## src/sv/arnp_pkg.sv

```systemverilog
`timescale 1ns / 1ps
package arnp_pkg;

   localparam int unsigned VALUE_WIDTH_DEFAULT = 32;
   localparam int unsigned OUT_WIDTH           = 32;

   localparam logic [7:0] CHAR_ZERO    = 8'h30;
   localparam logic [7:0] CHAR_ONE     = 8'h31;
   localparam logic [7:0] CHAR_NINE    = 8'h39;
   localparam logic [7:0] CHAR_UPPER_A = 8'h41;
   localparam logic [7:0] CHAR_UPPER_B = 8'h42;
   localparam logic [7:0] CHAR_UPPER_F = 8'h46;
   localparam logic [7:0] CHAR_UPPER_X = 8'h58;
   localparam logic [7:0] CHAR_LOWER_A = 8'h61;
   localparam logic [7:0] CHAR_LOWER_B = 8'h62;
   localparam logic [7:0] CHAR_LOWER_F = 8'h66;
   localparam logic [7:0] CHAR_LOWER_X = 8'h78;

   typedef enum logic [3:0] {
      PH_SEARCH = 4'b0001,
      PH_ZERO   = 4'b0010,
      PH_DIGITS = 4'b0100,
      PH_DONE   = 4'b1000
   } phase_type;

   typedef enum logic [1:0] {
      RADIX_DEC = 2'd0,
      RADIX_HEX = 2'd1,
      RADIX_BIN = 2'd2
   } radix_type;

   typedef struct packed {
      phase_type phase;
      radix_type radix;
   } ctl_type;

   typedef struct packed {
      logic       ok;
      logic [3:0] val;
   } digit_type;

   function automatic digit_type digit_decode(input logic [7:0] c, input radix_type rsel);
      digit_type d;
      logic [7:0] t;
      d = '{ok: 1'b0, val: 4'd0};
      t = 8'd0;
      case (rsel)
         RADIX_BIN: begin
            if (c == CHAR_ZERO || c == CHAR_ONE) begin
               d.ok  = 1'b1;
               d.val = c[3:0];
            end
         end
         RADIX_HEX: begin
            if (c inside {[CHAR_ZERO:CHAR_NINE]}) begin
               d.ok  = 1'b1;
               d.val = c[3:0];
            end else if (c inside {[CHAR_LOWER_A:CHAR_LOWER_F]}) begin
               t     = c - CHAR_LOWER_A + 8'd10;
               d.ok  = 1'b1;
               d.val = t[3:0];
            end else if (c inside {[CHAR_UPPER_A:CHAR_UPPER_F]}) begin
               t     = c - CHAR_UPPER_A + 8'd10;
               d.ok  = 1'b1;
               d.val = t[3:0];
            end
         end
         default: begin
            if (c inside {[CHAR_ZERO:CHAR_NINE]}) begin
               d.ok  = 1'b1;
               d.val = c[3:0];
            end
         end
      endcase
      return d;
   endfunction

endpackage

```

## src/sv/arnp_ifs.sv

```systemverilog
`timescale 1ns / 1ps
interface arnp_req_if;
   logic       valid;
   logic       ready;
   logic [7:0] char_code;
   logic       last;

   modport source (output valid, output char_code, output last, input ready);
   modport sink   (input valid, input char_code, input last, output ready);
endinterface

interface arnp_rsp_if;
   logic        valid;
   logic        ready;
   logic [31:0] value;
   logic        error;
   logic [1:0]  radix_code;

   modport source (output valid, output value, output error, output radix_code, input ready);
   modport sink   (input valid, input value, input error, input radix_code, output ready);
endinterface

```

## src/sv/arnp_step.sv

```systemverilog
`timescale 1ns / 1ps
module arnp_step #(
   parameter int unsigned VALUE_WIDTH = arnp_pkg::VALUE_WIDTH_DEFAULT
) (
   input  arnp_pkg::ctl_type        ctl_cur,
   input  logic [VALUE_WIDTH-1:0]   acc_cur,
   input  logic [7:0]               char_code,
   output arnp_pkg::ctl_type        ctl_nxt,
   output logic [VALUE_WIDTH-1:0]   acc_nxt
);

   arnp_pkg::digit_type    dig;
   logic [VALUE_WIDTH-1:0] dig_ext;
   logic [VALUE_WIDTH-1:0] mac;

   always_comb begin
      dig     = arnp_pkg::digit_decode(char_code, ctl_cur.radix);
      dig_ext = {{(VALUE_WIDTH-4){1'b0}}, dig.val};
      case (ctl_cur.radix)
         arnp_pkg::RADIX_HEX: mac = (acc_cur << 4) | dig_ext;
         arnp_pkg::RADIX_BIN: mac = (acc_cur << 1) | dig_ext;
         default:             mac = (acc_cur << 3) + (acc_cur << 1) + dig_ext;
      endcase
   end

   always_comb begin
      ctl_nxt = ctl_cur;
      acc_nxt = acc_cur;
      case (ctl_cur.phase)
         arnp_pkg::PH_SEARCH: begin
            if (char_code inside {[arnp_pkg::CHAR_ZERO:arnp_pkg::CHAR_NINE]}) begin
               acc_nxt       = {{(VALUE_WIDTH-4){1'b0}}, char_code[3:0]};
               ctl_nxt.radix = arnp_pkg::RADIX_DEC;
               ctl_nxt.phase = (char_code == arnp_pkg::CHAR_ZERO) ? arnp_pkg::PH_ZERO
                                                                  : arnp_pkg::PH_DIGITS;
            end
         end
         arnp_pkg::PH_ZERO: begin
            if (char_code == arnp_pkg::CHAR_LOWER_X || char_code == arnp_pkg::CHAR_UPPER_X) begin
               ctl_nxt.radix = arnp_pkg::RADIX_HEX;
               ctl_nxt.phase = arnp_pkg::PH_DIGITS;
            end else if (char_code == arnp_pkg::CHAR_LOWER_B
                         || char_code == arnp_pkg::CHAR_UPPER_B) begin
               ctl_nxt.radix = arnp_pkg::RADIX_BIN;
               ctl_nxt.phase = arnp_pkg::PH_DIGITS;
            end else if (char_code inside {[arnp_pkg::CHAR_ZERO:arnp_pkg::CHAR_NINE]}) begin
               acc_nxt       = {{(VALUE_WIDTH-4){1'b0}}, char_code[3:0]};
               ctl_nxt.phase = arnp_pkg::PH_DIGITS;
            end else begin
               ctl_nxt.phase = arnp_pkg::PH_DONE;
            end
         end
         arnp_pkg::PH_DIGITS: begin
            if (dig.ok) begin
               acc_nxt = mac;
            end else begin
               ctl_nxt.phase = arnp_pkg::PH_DONE;
            end
         end
         default: begin
            ctl_nxt = ctl_cur;
         end
      endcase
   end

endmodule

```

## src/sv/ascii_radix_number_parser.sv

```systemverilog
`timescale 1ns / 1ps
// channel   dir  beat payload                     accepted when
// req_ch    in   char_code[7:0], last            valid && ready
// rsp_ch    out  value[31:0], error, radix_code  valid && ready
//
// One character per cycle, save one flagged last while a result is stalled:
// input register, one decode and multiply-add step, then parser state and result registers.
// A result is loaded into the result registers as its last character leaves the input register.
// Synchronous active-high reset clears valids and returns to the search phase.
// A stalled result holds only characters flagged last; others keep flowing.
module ascii_radix_number_parser #(
   parameter int unsigned VALUE_WIDTH = arnp_pkg::VALUE_WIDTH_DEFAULT
) (
   input  logic               clock,
   input  logic               reset,
   arnp_req_if.sink           req_ch,
   arnp_rsp_if.source         rsp_ch
);

   localparam arnp_pkg::ctl_type CTL_RESET = '{phase: arnp_pkg::PH_SEARCH,
                                              radix: arnp_pkg::RADIX_DEC};

   logic                   s1_v_ff;
   logic [7:0]             s1_char_ff;
   logic                   s1_last_ff;
   logic                   s1_fire;
   logic                   req_take;

   arnp_pkg::ctl_type      ctl_ff, ctl_in, ctl_step;
   logic [VALUE_WIDTH-1:0] acc_ff, acc_in, acc_step;
   logic [VALUE_WIDTH+31:0] acc_ext;

   logic                   rsp_v_ff, rsp_v_in;
   logic [31:0]            rsp_value_ff, rsp_value_in;
   logic                   rsp_error_ff, rsp_error_in;
   arnp_pkg::radix_type    rsp_radix_ff, rsp_radix_in;
   logic                   rsp_load;

   arnp_step #(.VALUE_WIDTH(VALUE_WIDTH)) u_step (
      .ctl_cur   (ctl_ff),
      .acc_cur   (acc_ff),
      .char_code (s1_char_ff),
      .ctl_nxt   (ctl_step),
      .acc_nxt   (acc_step)
   );

   assign s1_fire   = s1_v_ff && (!s1_last_ff || !rsp_v_ff || rsp_ch.ready);
   assign req_take  = req_ch.valid && req_ch.ready;
   assign rsp_load  = s1_fire && s1_last_ff;
   assign acc_ext   = {32'd0, acc_step};

   assign req_ch.ready = !s1_v_ff || s1_fire;

   always_comb begin
      ctl_in       = ctl_ff;
      acc_in       = acc_ff;
      rsp_v_in     = rsp_v_ff && !rsp_ch.ready;
      rsp_value_in = rsp_value_ff;
      rsp_error_in = rsp_error_ff;
      rsp_radix_in = rsp_radix_ff;
      if (s1_fire) begin
         ctl_in = ctl_step;
         acc_in = acc_step;
      end
      if (rsp_load) begin
         rsp_v_in = 1'b1;
         if (ctl_step.phase == arnp_pkg::PH_SEARCH) begin
            rsp_value_in = '1;
            rsp_error_in = 1'b1;
            rsp_radix_in = arnp_pkg::RADIX_DEC;
         end else begin
            rsp_value_in = acc_ext[31:0];
            rsp_error_in = 1'b0;
            rsp_radix_in = ctl_step.radix;
         end
         ctl_in = CTL_RESET;
         acc_in = '0;
      end
   end

   always_ff @(posedge clock) begin
      if (reset) begin
         s1_v_ff  <= 1'b0;
         rsp_v_ff <= 1'b0;
         ctl_ff   <= CTL_RESET;
         acc_ff   <= '0;
      end else begin
         if (req_take) begin
            s1_v_ff <= 1'b1;
         end else if (s1_fire) begin
            s1_v_ff <= 1'b0;
         end
         rsp_v_ff <= rsp_v_in;
         ctl_ff   <= ctl_in;
         acc_ff   <= acc_in;
      end
   end

   always_ff @(posedge clock) begin
      if (req_take) begin
         s1_char_ff <= req_ch.char_code;
         s1_last_ff <= req_ch.last;
      end
      rsp_value_ff <= rsp_value_in;
      rsp_error_ff <= rsp_error_in;
      rsp_radix_ff <= rsp_radix_in;
   end

   assign rsp_ch.valid      = rsp_v_ff;
   assign rsp_ch.value      = rsp_value_ff;
   assign rsp_ch.error      = rsp_error_ff;
   assign rsp_ch.radix_code = rsp_radix_ff;

   a_state_cleared_after_last: assert property (@(posedge clock) disable iff (reset)
      rsp_load |=> (ctl_ff.phase == arnp_pkg::PH_SEARCH) && (acc_ff == '0) && rsp_v_ff)
      else $error("parser state not cleared after end of string");

   a_last_held_on_stall: assert property (@(posedge clock) disable iff (reset)
      (s1_v_ff && s1_last_ff && rsp_v_ff && !rsp_ch.ready)
      |=> s1_v_ff && s1_last_ff && $stable(s1_char_ff) && $stable(ctl_ff))
      else $error("end of string advanced over a stalled result");

   a_ready_only_when_free: assert property (@(posedge clock) disable iff (reset)
      !req_ch.ready |-> (s1_v_ff && s1_last_ff && rsp_v_ff && !rsp_ch.ready))
      else $error("input stalled without a blocked result");

   a_error_payload: assert property (@(posedge clock) disable iff (reset)
      $rose(rsp_v_ff) && rsp_error_ff |-> $past(ctl_step.phase) == arnp_pkg::PH_SEARCH
      && rsp_radix_ff == arnp_pkg::RADIX_DEC)
      else $error("error beat without an empty search");

endmodule
```

## src/flat_wrapper.sv

```systemverilog
// flat-port wrapper written by rule: the top's interface ports become plain ports
module ascii_radix_number_parser_flat 
#(
   parameter int unsigned VALUE_WIDTH = arnp_pkg::VALUE_WIDTH_DEFAULT
)
  (clock, reset, req_ch_valid, req_ch_char_code, req_ch_last, req_ch_ready, rsp_ch_valid, rsp_ch_value, rsp_ch_error, rsp_ch_radix_code, rsp_ch_ready);
  arnp_req_if req_ch_i ();
  arnp_rsp_if rsp_ch_i ();
  input  logic clock;
  input  logic reset;
  input wire logic [$bits(req_ch_i.valid)-1:0] req_ch_valid;
  input wire logic [$bits(req_ch_i.char_code)-1:0] req_ch_char_code;
  input wire logic [$bits(req_ch_i.last)-1:0] req_ch_last;
  output wire logic [$bits(req_ch_i.ready)-1:0] req_ch_ready;
  output wire logic [$bits(rsp_ch_i.valid)-1:0] rsp_ch_valid;
  output wire logic [$bits(rsp_ch_i.value)-1:0] rsp_ch_value;
  output wire logic [$bits(rsp_ch_i.error)-1:0] rsp_ch_error;
  output wire logic [$bits(rsp_ch_i.radix_code)-1:0] rsp_ch_radix_code;
  input wire logic [$bits(rsp_ch_i.ready)-1:0] rsp_ch_ready;
  assign req_ch_i.valid = req_ch_valid;
  assign req_ch_i.char_code = req_ch_char_code;
  assign req_ch_i.last = req_ch_last;
  assign req_ch_ready = req_ch_i.ready;
  assign rsp_ch_valid = rsp_ch_i.valid;
  assign rsp_ch_value = rsp_ch_i.value;
  assign rsp_ch_error = rsp_ch_i.error;
  assign rsp_ch_radix_code = rsp_ch_i.radix_code;
  assign rsp_ch_i.ready = rsp_ch_ready;
  ascii_radix_number_parser #(.VALUE_WIDTH(VALUE_WIDTH)) u_core (.clock(clock), .reset(reset), .req_ch(req_ch_i), .rsp_ch(rsp_ch_i));
endmodule
```

## config.mk

```make
export PLATFORM = sky130hd
export DESIGN_NAME = ascii_radix_number_parser_flat
export DESIGN_NICKNAME = d
export VERILOG_FILES = /design/src/sv/arnp_pkg.sv /design/src/sv/arnp_ifs.sv /design/src/sv/arnp_step.sv /design/src/sv/ascii_radix_number_parser.sv /design/src/flat_wrapper.sv
export SDC_FILE = /design/constraint.sdc
export NUM_CORES = 1
export LEC_CHECK = 0
export BUFFER_PORTS_ARGS = -buffer_cell sky130_fd_sc_hd__buf_2
export CORE_MARGIN = 10
export CORE_UTILIZATION = 48
export DETAILED_ROUTE_END_ITERATION = 10
export PLACE_DENSITY = 0.68
export SLEW_MARGIN = 20
export SYNTH_ARGS = -nofsm -noshare
export SYNTH_HDL_FRONTEND = slang
export SYNTH_SLANG_ARGS = --single-unit
```

## constraint.sdc

```tcl
create_clock -name clock -period 4.6 [get_ports clock]
set_input_delay 0.92 -clock clock [delete_from_list [all_inputs] [get_ports clock]]
set_output_delay 0.92 -clock clock [all_outputs]
set_load 0.01 [all_outputs]
```

# Word level (Yosys, flattened, before mapping)
# Index checks and enable logic that the tools add are counted.
[totals]
register_bits = 84
word_cells = 80
input_bits = 13
[op_classes]
add_sub_neg = 6
n_eq_ne = 12
magnitude_cmp = 6
muxes = 25
reduce_logical = 19
bitwise = 2
[op_table]
columns = ["operator", "n"]
rows = [
  ["two-way mux 32 bit", 4],
  ["case mux 32 bit (3 select lines)", 1],
  ["OR 32 x 4 -> 32 bit", 2],
  ["case mux 32 bit (2 select lines)", 1],
  ["adder 32 bit", 1],
  ["adder 32 x 4 -> 32 bit", 1],
  ["== test 8 x 7 -> 1 bit, second input constant", 4],
  ["two-way mux 5 bit", 5],
  ["== test 8 x 6 -> 1 bit, second input constant", 2],
  ["greater-or-equal comparator 8 x 7 -> 1 bit, second input constant", 2],
  ["<= comparator 8 x 7 -> 1 bit, second input constant", 2],
  ["two-way mux 4 bit", 3],
  ["two-way mux 6 bit", 2],
  ["case mux 4 bit (3 select lines)", 1],
  ["case mux 5 bit (2 select lines)", 1],
  ["adder 4 bit, second input constant", 2],
  ["== test 4 x 1 -> 1 bit, second input constant", 2],
  ["greater-or-equal comparator 8 x 6 -> 1 bit, second input constant", 1],
  ["<= comparator 8 x 6 -> 1 bit, second input constant", 1],
  ["subtractor 4 x 1 -> 4 bit, second input constant", 2],
  ["logical AND 1 bit", 7],
  ["logical OR 1 bit", 6],
  ["== test 4 x 2 -> 1 bit, second input constant", 1],
  ["== test 4 x 3 -> 1 bit, second input constant", 1],
  ["9 further kinds", 15],
]

# Longest topological paths before layout
[depth]
ltp_word = 10
depth_mapped = 20
mapped_depth_nobuf = 19

# Hierarchy
# Synthesis repeated with hierarchy kept, for this count alone.
[hier_totals]
cells_unflattened = 687
hier_area_um2 = 6327.3
[modules_own_cells]
columns = ["module", "cells_each", "instances", "area_each_um2"]
rows = [
  ["arnp_step", 505, 1, 3482.1],
  ["ascii_radix_number_parser", 182, 1, 2845.2],
]

# Least setup slack after synthesis
# OpenSTA, ideal clock, no wires.
[synth_timing]
kind = "flip-flop to flip-flop"
startpoint = "reg u_core.s1_char_ff[1]"
endpoint = "reg u_core.rsp_value_ff[20] (netlist: u_core.rsp_ch.value[20]), data pin"
n_path_buf = 0
stages_incl_launch_ff = 18
arrival_ps = 4678
period_less_slack_ps = 4937
setup_slack_ps = -337
path_cell_list = "edfxtp_1 > inv_1 > ha_1 > or3b_2 > a41oi_1 > nand2b_1 > nand2b_1 > mux2i_1 > fa_1 > fa_1 > a211oi_1 > o211ai_1 > a211oi_1 > nor2_1 > or3_1 > a41oi_1 > nor2_1 > a211o_1"
[synth_between]
elab_chain_cells = 10
[synth_lines]
columns = ["item", "line", "text"]
rows = [
  ["from (decl)", "ascii_radix_number_parser.sv:24", "logic [7:0] s1_char_ff;"],
  ["from (signal assigned)", "ascii_radix_number_parser.sv:101", "s1_char_ff <= req_ch.char_code;"],
  ["subtractor 4 x 1 -> 4 bit, or another cell as far along", "arnp_pkg.sv:59, arnp_pkg.sv:63", ""],
  ["adder 4 bit / logical AND 1 bit (equally long branches)", "arnp_pkg.sv:59, arnp_pkg.sv:63, arnp_pkg.sv:62", ""],
  ["two-way mux 5 bit", "arnp_pkg.sv:62", "end else if (c inside {[CHAR_UPPER_A:CHAR_UPPER_F]}) begin"],
  ["two-way mux 5 bit", "arnp_pkg.sv:58", "end else if (c inside {[CHAR_LOWER_A:CHAR_LOWER_F]}) begin"],
  ["two-way mux 5 bit", "arnp_pkg.sv:55", "if (c inside {[CHAR_ZERO:CHAR_NINE]}) begin"],
  ["case mux 5 bit (2 select lines)", "arnp_pkg.sv:47", "case (rsel)"],
  ["adder 32 x 4 -> 32 bit", "arnp_step.sv:22", "default: mac = (acc_cur << 3) + (acc_cur << 1) + dig_ext;"],
  ["case mux 32 bit (2 select lines)", "arnp_step.sv:19", "case (ctl_cur.radix)"],
  ["two-way mux 32 bit", "arnp_step.sv:54", "if (dig.ok) begin"],
  ["case mux 32 bit (3 select lines)", "arnp_step.sv:29", "case (ctl_cur.phase)"],
  ["to (signal assigned)", "ascii_radix_number_parser.sv:104", "rsp_value_ff <= rsp_value_in;"],
  ["to (decl)", "ascii_radix_number_parser.sv:34", "logic [31:0] rsp_value_ff, rsp_value_in;"],
]
# Parallel ways exist; a longest one is shown, timed or not.
# A chain may end at the register's enable or synchronous reset.

# Final worst setup path
[layout_timing]
startpoint = "reg u_core.s1_char_ff[0]"
endpoint = "reg u_core.rsp_value_ff[20] (netlist: u_core.rsp_ch.value[20]), data pin"
# Same word-level chain as after synthesis.

==> results.cfg <==
[run_status]
status = finished with violations
violations = negative setup slack

[synth]
synth_seq_cells = 84
syn_area_per_cell_um2 = 8.919
async_flop_share_pct = 0
synth_edf_count = 44
syn_area_um2 = 6341
yosys.area.top_type = edfxtp_1
ys_top_cells_by_area = edfxtp_1, ha_1, dfxtp_1
syn_inst = 711
synth_cell_type_count = 76
synth_fp_nets = 792
seq_area_frac_synth_pct = 33.46
synth_flop_cell = edfxtp_1
yosysTopAreaCellShare_pct = 20.84
ys_warn_count = 0

[sta]
hold_slack_ns = 0.4706
final_hold_viol_count = 0
setup_viol = 3
timing.final.crit_share_pct = 101.3
worst_slew_pin_slew_ns = 1.027
rsz0062_at_grt = yes
setup-tns-final_ns = -0.09827
fin_ws_ns = -0.05879
clock.fmax_ghz = 0.2146
final_max_slew_viol_count = 0
slew_headroom_pct = 31.13
period_needed_ns = 4.659
skew_ns = 0.006348

[route]
firstDrtPassIters = 7
wl_per_cell_um = 20.76
wl_um = 19540
vias = 6116
drc = 0
drt_iter0_drc = 722
viasPerCell = 6.499
drt.antenna.violating_nets = 0

[cells_and_area]
antenna_cells = 0
area_growth_syn_to_layout_pct = 17.72
final_core_util_pct = 58.44
instances_no_fill = 941
mostFrequentLayoutCells = a21oi_1, ha_1, nand2_1, nor2_1, buf_2
final_common_cell = a21oi_1
final.fill_count = 1148
nets = 845
drive_gt1_share_pct = 21.46

[pwr]
pwr-share-seq_pct = 46.1
p_sw_mw = 0.4865
sw_frac_of_total_pct = 26.95
power_mw = 1.805
power_density_nw_per_um2 = 241.8
power_leakage_nw = 2.990
comb_power_share_pct = 12.8
clockPowerShare_pct = 41.1
p_int_mw = 1.319
vdd_drop_max_v = 0.0002984

[global_routing]
grt_antenna_before_repair = 0
grt_use_met1_pct = 26.90
overflow = 0
grt_pass1_wl_um = 31420
grt_max_degree = 39
grt_pass1_vias = 6010
use_met2_pct = 35.14
grt_most_used_layer = met2
use_met3_pct = 3.895
grtUsageTotal_pct = 21.23

[clocking]
cts_max_level = 3
cts.sinks = 84
numCtsBuffers = 9
clk_pin_slew_worst_paths_ns = 0.07
cts_tree = yes
cts_root_buf = clkbuf_16
clockBufferDepth = 2
clk_latency_ns = 0.35

[die]
fp.dieW_um = 134.9
start_util_pct = 49.64
die_h_um = 134.9
rows = 41
ioPinCount = 50
dieArea_um2 = 18210
core-area_um2 = 12770

[worst_setup_path]
crit_chain = inv_2 > ha_4 > o21bai_2 > a21boi_2 > a31oi_1 > xnor2_2 > nand2b_4 > mux2i_4 > fa_2 > fa_2 > a211oi_4 > o211ai_1 > a211oi_2 > nor2_1 > or3_1 > a41oi_2 > nor2_1 > a211o_1
r2r_start = u_core.s1_char_ff[0]
worstPathArrival_ns = 4.76
critPathKind = reg2reg
r2r_setup_slack_ns = -0.06
cp-end-kind = register
critical_path.endpoint = u_core.rsp_ch.value[20]
worst-endpoint-required_ns = 4.70
path_max_fanout = 4
cp_slowest_cell = fa_2
r2r_end = u_core.rsp_ch.value[20]
startpoint_type = register
critPathMaxStageDelay_ns = 0.50
startpoint = u_core.s1_char_ff[0]
worstRegToRegCells = 18

[placed_design]
globalplace.congestion = 0.9382
dp_cells = 917
detailed_place_hpwl_um = 13050
portBuffers = 49

[flow_run]
drv_cap = 0

[min_path]
hold_class = reg2reg
==> registers in the layout (all words and copies together) (netlist names) <==
register / cells
u_core.acc_ff: 32
u_core.s1_v_ff: 1
u_core.rsp_ch.radix_code: 2
u_core.s1_char_ff: 8
u_core.s1_last_ff: 1
u_core.rsp_ch.error: 1
u_core.rsp_ch.value: 32
u_core.rsp_ch.valid: 1
u_core.ctl_ff: 6
==> how the worst min path moves through the flow <==
stage | from | end | slack, ns | cells after the start
CTS | u_core.acc_ff[31] | u_core.acc_ff[31] | 0.47 | 2
floorplan | u_core.acc_ff[31] | u_core.acc_ff[31] | 0.43 | 2
global route | u_core.acc_ff[31] | u_core.acc_ff[31] | 0.50 | 2
detailed placement | u_core.acc_ff[31] | u_core.acc_ff[31] | 0.46 | 2
global placement | u_core.acc_ff[31] | u_core.acc_ff[31] | 0.44 | 2
finish | u_core.acc_ff[31] | u_core.acc_ff[31] | 0.47 | 2
==> critical path, delay by kind of cell, from the launching register on <==
| family | cells | cell delay [ns] |
|---|---|---|
| muxes | 1 | 0.16 |
| adders and majority gates | 3 | 1.08 |
| buffers and inverters | 1 | 0.08 |
| and+or+nand+nor | 4 | 0.65 |
| xor gates and xnor gates | 1 | 0.19 |
| DFF | 1 | 0.44 |
| AOI/OAI and AO/OA | 8 | 1.79 |
==> power by group through the flow <==
stage	clock (mW)	sequential, mW	combinational, mW
6_report	0.742	0.832	0.231
2_1_floorplan	0	0.847	0.136
3_5_place_dp	0	0.847	0.210
4_1_cts	0.750	0.831	0.217
5_1_grt	0.776	0.834	0.252
3_3_place_gp	0	0.846	0.207
==> Yosys cell counts, types with 14 or more instances <==
master / n
a21oi_1: 79
dfxtp_1: 40
nor2_1: 51
ha_1: 66
clkbuf_1: 36
inv_1: 20
nand2_1: 51
nand3_1: 23
edfxtp_1: 44
a22oi_1: 14
o21ai_0: 52
a221oi_1: 20
a211oi_1: 17
==> routing by layer <==
| metal | wire [um] | up-vias |
|---|---|---|
| met5 | 0 | - |
| met4 | 439 | 0 |
| li1 | - | 2867 |
| met1 | 8707 | 2964 |
| met3 | 1186 | 40 |
| met2 | 9204 | 245 |
==> layout make-up <==
cell class              instances  area, um2  share of cell area [%]
multi-input cells             559       4209                   56.39
flip-flops and latches         84       2122                   28.43
repair buffers                 89      545.5                   7.308
clock buffers                  10      229.0                   3.067
well taps                     172      215.2                   2.883
inverters                      21      78.83                   1.056
clock inverters                 6      65.06                  0.8716
==> through the flow <==
stage,setup WS [ns],cell area [um2]
after floorplan,0.04701,6370
after global placement,0.006059,6885
after detailed placement,-0.08457,6885
after CTS,0.004130,7262
after global routing,-0.2362,7465
final,-0.05879,7465
==> logic make-up (layout without fill, tap and decap cells) <==
group                      count (synthesis)  in the layout  share of synthesized area (%)
AOI/OAI and AO/OA                        279            279                          30.29
and+or+nand+nor                          185            185                          14.58
DFF                                       84             84                          33.46
adders and majority gates                 68             68                          13.65
buffers and inverters                     68            126                          4.203
xor gates and xnor gates                  24             24                          3.315
muxes                                      3              3                         0.4933
==> what timing repair did <==
action	CTS	global route
setup buffers	3	8
pin swaps	16	26
hold buffers	0	0
setup endpoints to repair	11	33
gates resized for setup	14	33
Power figures use the tool's default switching activity.
